**src/swm_pkg.sv**
```systemverilog
`timescale 1ns / 1ps
// Shared types for the sliding window maximum block: payload structs and
// the command/status bundles between controller and datapath. No dependencies.
package swm_pkg;

  localparam int SAMPLE_WIDTH = 32;
  localparam int CFG_WIDTH    = 7;

  typedef struct packed {
    logic signed [SAMPLE_WIDTH-1:0] sample;
    logic                           end_of_array;
  } in_item_t;

  typedef struct packed {
    logic signed [SAMPLE_WIDTH-1:0] window_max;
    logic                           final_window;
  } out_item_t;

  // Controller to datapath
  typedef struct packed {
    logic load;       // latch the incoming request
    logic rd_back;    // read the deque back entry
    logic drop_back;  // drop the deque back entry
    logic push;       // append sample, write ring, read front and oldest
    logic emit;       // load the output register, retire the front if it expires
    logic finish;     // advance the ring, clear on end of array
  } swm_cmd_t;

  // Datapath to controller
  typedef struct packed {
    logic cnt_zero;  // deque is empty
    logic back_lt;   // registered back entry is below the held sample
    logic produce;   // window is full after this sample
    logic out_free;  // output register can take a result
  } swm_sts_t;

endpackage

```
**src/swm_ctrl.sv**
```systemverilog
`timescale 1ns / 1ps
// Sequencer for the sliding window maximum block.
// Depends on swm_pkg for the command and status structs.
module swm_ctrl (
  input  logic              clk,
  input  logic              rst_n,
  input  logic              in_valid,
  output logic              in_ready,
  input  swm_pkg::swm_sts_t sts,
  output swm_pkg::swm_cmd_t cmd
);

  typedef enum logic [4:0] {
    S_IDLE = 5'b00001,
    S_RDB  = 5'b00010,
    S_CMP  = 5'b00100,
    S_PUSH = 5'b01000,
    S_EMIT = 5'b10000
  } state_t;

  state_t state_r, state_nxt;

  always_comb begin
    state_nxt = state_r;
    cmd       = '0;
    unique case (state_r)
      S_IDLE: begin
        if (in_valid) begin
          cmd.load  = 1'b1;
          state_nxt = S_RDB;
        end
      end
      S_RDB: begin
        cmd.rd_back = 1'b1;
        state_nxt   = sts.cnt_zero ? S_PUSH : S_CMP;
      end
      S_CMP: begin
        if (sts.back_lt) begin
          cmd.drop_back = 1'b1;
          state_nxt     = S_RDB;
        end else begin
          state_nxt = S_PUSH;
        end
      end
      S_PUSH: begin
        cmd.push = 1'b1;
        if (sts.produce) begin
          state_nxt = S_EMIT;
        end else begin
          cmd.finish = 1'b1;
          state_nxt  = S_IDLE;
        end
      end
      S_EMIT: begin
        // hold until the output register frees up
        if (sts.out_free) begin
          cmd.emit   = 1'b1;
          cmd.finish = 1'b1;
          state_nxt  = S_IDLE;
        end
      end
      default: state_nxt = S_IDLE;
    endcase
  end

  always_ff @(posedge clk) begin
    if (!rst_n) begin
      state_r <= S_IDLE;
    end else begin
      state_r <= state_nxt;
    end
  end

  assign in_ready = (state_r == S_IDLE);

  a_push_to_emit: assert property (@(posedge clk) disable iff (!rst_n)
    (state_r == S_PUSH && sts.produce) |=> state_r == S_EMIT)
    else $error("full window did not lead to emit");

  a_cmp_nonempty: assert property (@(posedge clk) disable iff (!rst_n)
    state_r == S_CMP |-> !sts.cnt_zero)
    else $error("back compare on an empty deque");

  a_state_onehot: assert property (@(posedge clk) disable iff (!rst_n)
    $onehot(state_r))
    else $error("state register not one-hot");

endmodule

```
**config.mk**
```make
export PLATFORM = sky130hd
export DESIGN_NAME = swm_ctrl
export DESIGN_NICKNAME = d
export VERILOG_FILES = /design/src/swm_pkg.sv /design/src/swm_ctrl.sv
export SDC_FILE = /design/constraint.sdc
export NUM_CORES = 1
export LEC_CHECK = 0
export BUFFER_PORTS_ARGS = -buffer_cell sky130_fd_sc_hd__buf_2
export CORE_AREA = 2 2 39 41
export DETAILED_ROUTE_END_ITERATION = 16
export DIE_AREA = 0 0 41 43
export HOLD_SLACK_MARGIN = 0.08
export PLACE_DENSITY_LB_ADDON = 0.25
export SLEW_MARGIN = 10
export SYNTH_ARGS = -nofsm -noshare
export SYNTH_HDL_FRONTEND = slang
export SYNTH_SLANG_ARGS = --single-unit
```
**constraint.sdc**
```tcl
create_clock -name clk -period 2.4 [get_ports clk]
set_clock_uncertainty 0.05 [all_clocks]
set_input_delay 0.48 -clock clk [delete_from_list [all_inputs] [get_ports clk]]
set_output_delay 0.48 -clock clk [all_outputs]
set_load 0.03 [all_outputs]
```
==> impl_metrics.tcl <==
set metrics [dict create \
    status "completed" \
    drc_errors 0 \
    cts_resized 0 \
    slew_headroom 0.766 \
    initial_core_util 0.237 \
    die_w_um 41 \
    clk_latency_ps 240 \
    post-route-period-util 0.906 \
    top_regs "state_r: 5 flops" \
    grt_pass1_wl_mm 1.24 \
    ys_ff_latch 5 \
    worstPathRequired_ps 1870 \
    clk_path_buf_depth 2 \
    grt_max_degree 11 \
    synth_xor_area_frac 0.0267 \
    place_hpwl_um 651 \
    io_pins 14 \
    ys_seq_area_frac 0.305 \
    clock_tree.root_cell "clkbuf_4" \
    hold_ws_ps 375 \
    p_leak_nw 0.195 \
    synth_top_family_by_area "simple AND/OR/NAND/NOR gates" \
    synth-edff-count 0 \
    yosys_warnings 0 \
    crit_path_max_incr_delay_ps 430 \
    p_per_area_nw_per_um2 599 \
    syn_avg_cell_area_um2 7.45 \
    route.antenna.remaining_nets 0 \
    nNetsFinal 68 \
    cp.arrival_ps 1640 \
    final_cell_mix "buf_2 (13), nor2_1 (7), dfxtp_1 (5)" \
    cts-htree-levels 1 \
    finalPower_w 0.000260 \
    crit_slowest_cell "dfxtp_1" \
    cp-start-kind "flip-flop" \
    crit_chain "or3b_1 -> a2111oi_2 -> buf_2" \
    ir_drop_mv 0.195 \
    io_buffer_count 13 \
    drt_iter0_markers 10 \
    antenna_found_initial 0 \
    gr-total-overflow 0 \
    tightest_slew_ps 350 \
    grt_pass1_vias 310 \
    syn_nets 51 \
    synthDistinctLibCells 24 \
    fp.dieH_um 43 \
    largest_reg_flops 5 \
    layout-drive-gt1-share 0.300 \
    gp_congestion 0.724 \
    dr.pass1.iters 4 \
    synth_compound_area_frac 0.187 \
    rsz0062_at_grt "no" \
    via_per_inst 4.95 \
    cp-end-kind "output pin" \
    rows 14 \
    min_path_type "in2reg" \
    drv_cap 0 \
    hold_viol 0 \
    track_usage 0.105 \
    place_inst 72 \
    antenna_cells 0 \
    area_growth_pct 32.4 \
    synth_mux_area_frac 0 \
    slew_viol_final 0 \
    critPathMaxFanout 7 \
    fmax_ghz 0.460 \
    finalSetupViolCount 0 \
    syn_inst 44 \
    hold_buffers 0 \
    wirelength_um 790 \
    yosys.area_share.simple 0.420 \
    period_minus_slack_ps 2170 \
    path_clk_slew_ps 40 \
    synthAdderAreaFrac 0 \
    worstSetupPathType "reg2out" \
    layout_commonest_cell "buf_2" \
    synth_async_sr_flop_share 0 \
    setup_tns_ps 0 \
    cts_tree "built" \
    die_area_um2 1760 \
    numCtsBuffers 3 \
    instances_no_fill 76 \
    regMostFlops "state_r" \
    synthFlopType "dfxtp_1" \
    via_count 376 \
    clock-sinks 5 \
    core_um2 1380 \
    syn_area_um2 328 \
    postCtsSetupRepairBufs 0 \
    wl_per_cell_um 10.4 \
]
==> area by class of cell <==
cell class / instances / area (um2)
fill: 161 / 950
tap: 16 / 20.0
timing repair buffer: 13 / 65.1
multi-input combinational: 34 / 208
clock buffer: 4 / 26.3
sequential: 5 / 100
inverter: 4 / 15.0
==> worst paths after layout <==
path,from,endpoint,slack [ps],cells past startpoint
worst min register to register,state_r[4]$_SDFFE_PN0P_,state_r[4]$_SDFFE_PN0P_,570,2
worst max register to register,state_r[1]$_SDFFE_PN0P_,state_r[0]$_SDFFE_PN1P_,1170,4
worst max-delay path,state_r[3]$_SDFFE_PN0P_,cmd[0],230,3
worst min-delay path,sts[3],state_r[2]$_SDFFE_PN0P_,370,2
==> stage by stage <==
| stage | util | cell area [um2] | setup slack, ps |
|---|---|---|---|
| floorplan | - | 328 | 228 |
| global placement | 0.295 | 408 | 338 |
| detailed placement | 0.295 | 408 | 326 |
| CTS | 0.314 | 434 | 214 |
| global route | 0.314 | 434 | 140 |
| finish | 0.314 | 434 | 225 |
==> synthesized netlist by cell type (2+ instances only) <==
cell type / number / area, um2
a21oi_1: 3 / 15.0
and3_1: 2 / 12.5
dfxtp_1: 5 / 100
inv_1: 4 / 15.0
nand2_1: 2 / 7.51
nand2b_1: 2 / 12.5
nand3_1: 2 / 10.0
nor2_1: 7 / 26.3
o22ai_1: 2 / 12.5
==> critical path, delay by kind of cell (launching register included) <==
family | cells | cell delay, ps
buffers and inverters | 1 | 250
AO/OA/AOI/OAI | 1 | 340
flip-flops | 1 | 430
AND/OR/NAND/NOR | 1 | 390
==> cell families after synthesis <==
group / after synthesis
flops: 5
buf+inv: 5
compound gates: 9
simple gates: 24
xor+xnor: 1
==> metal layers <==
layer	up-vias	global-route usage	share of wire	wire [um]
met5	-	0	0	0
met4	0	0.0800	0.029	23
met3	2	0.0157	0.090	71
met2	15	0.134	0.42	329
met1	168	0.151	0.46	366
li1	191	-	-	-
==> power breakdown <==
part,leakage (nW),total [W],switching (W),internal [W]
Clock,0.0150,0.0000977,0.0000348,0.0000629
Combinational,0.139,0.0000630,0.0000384,0.0000246
Sequential,0.0407,0.0000993,0.0000111,0.0000882
Total,0.195,0.000260,0.0000843,0.000176
Power figures use the tool's default switching activity.
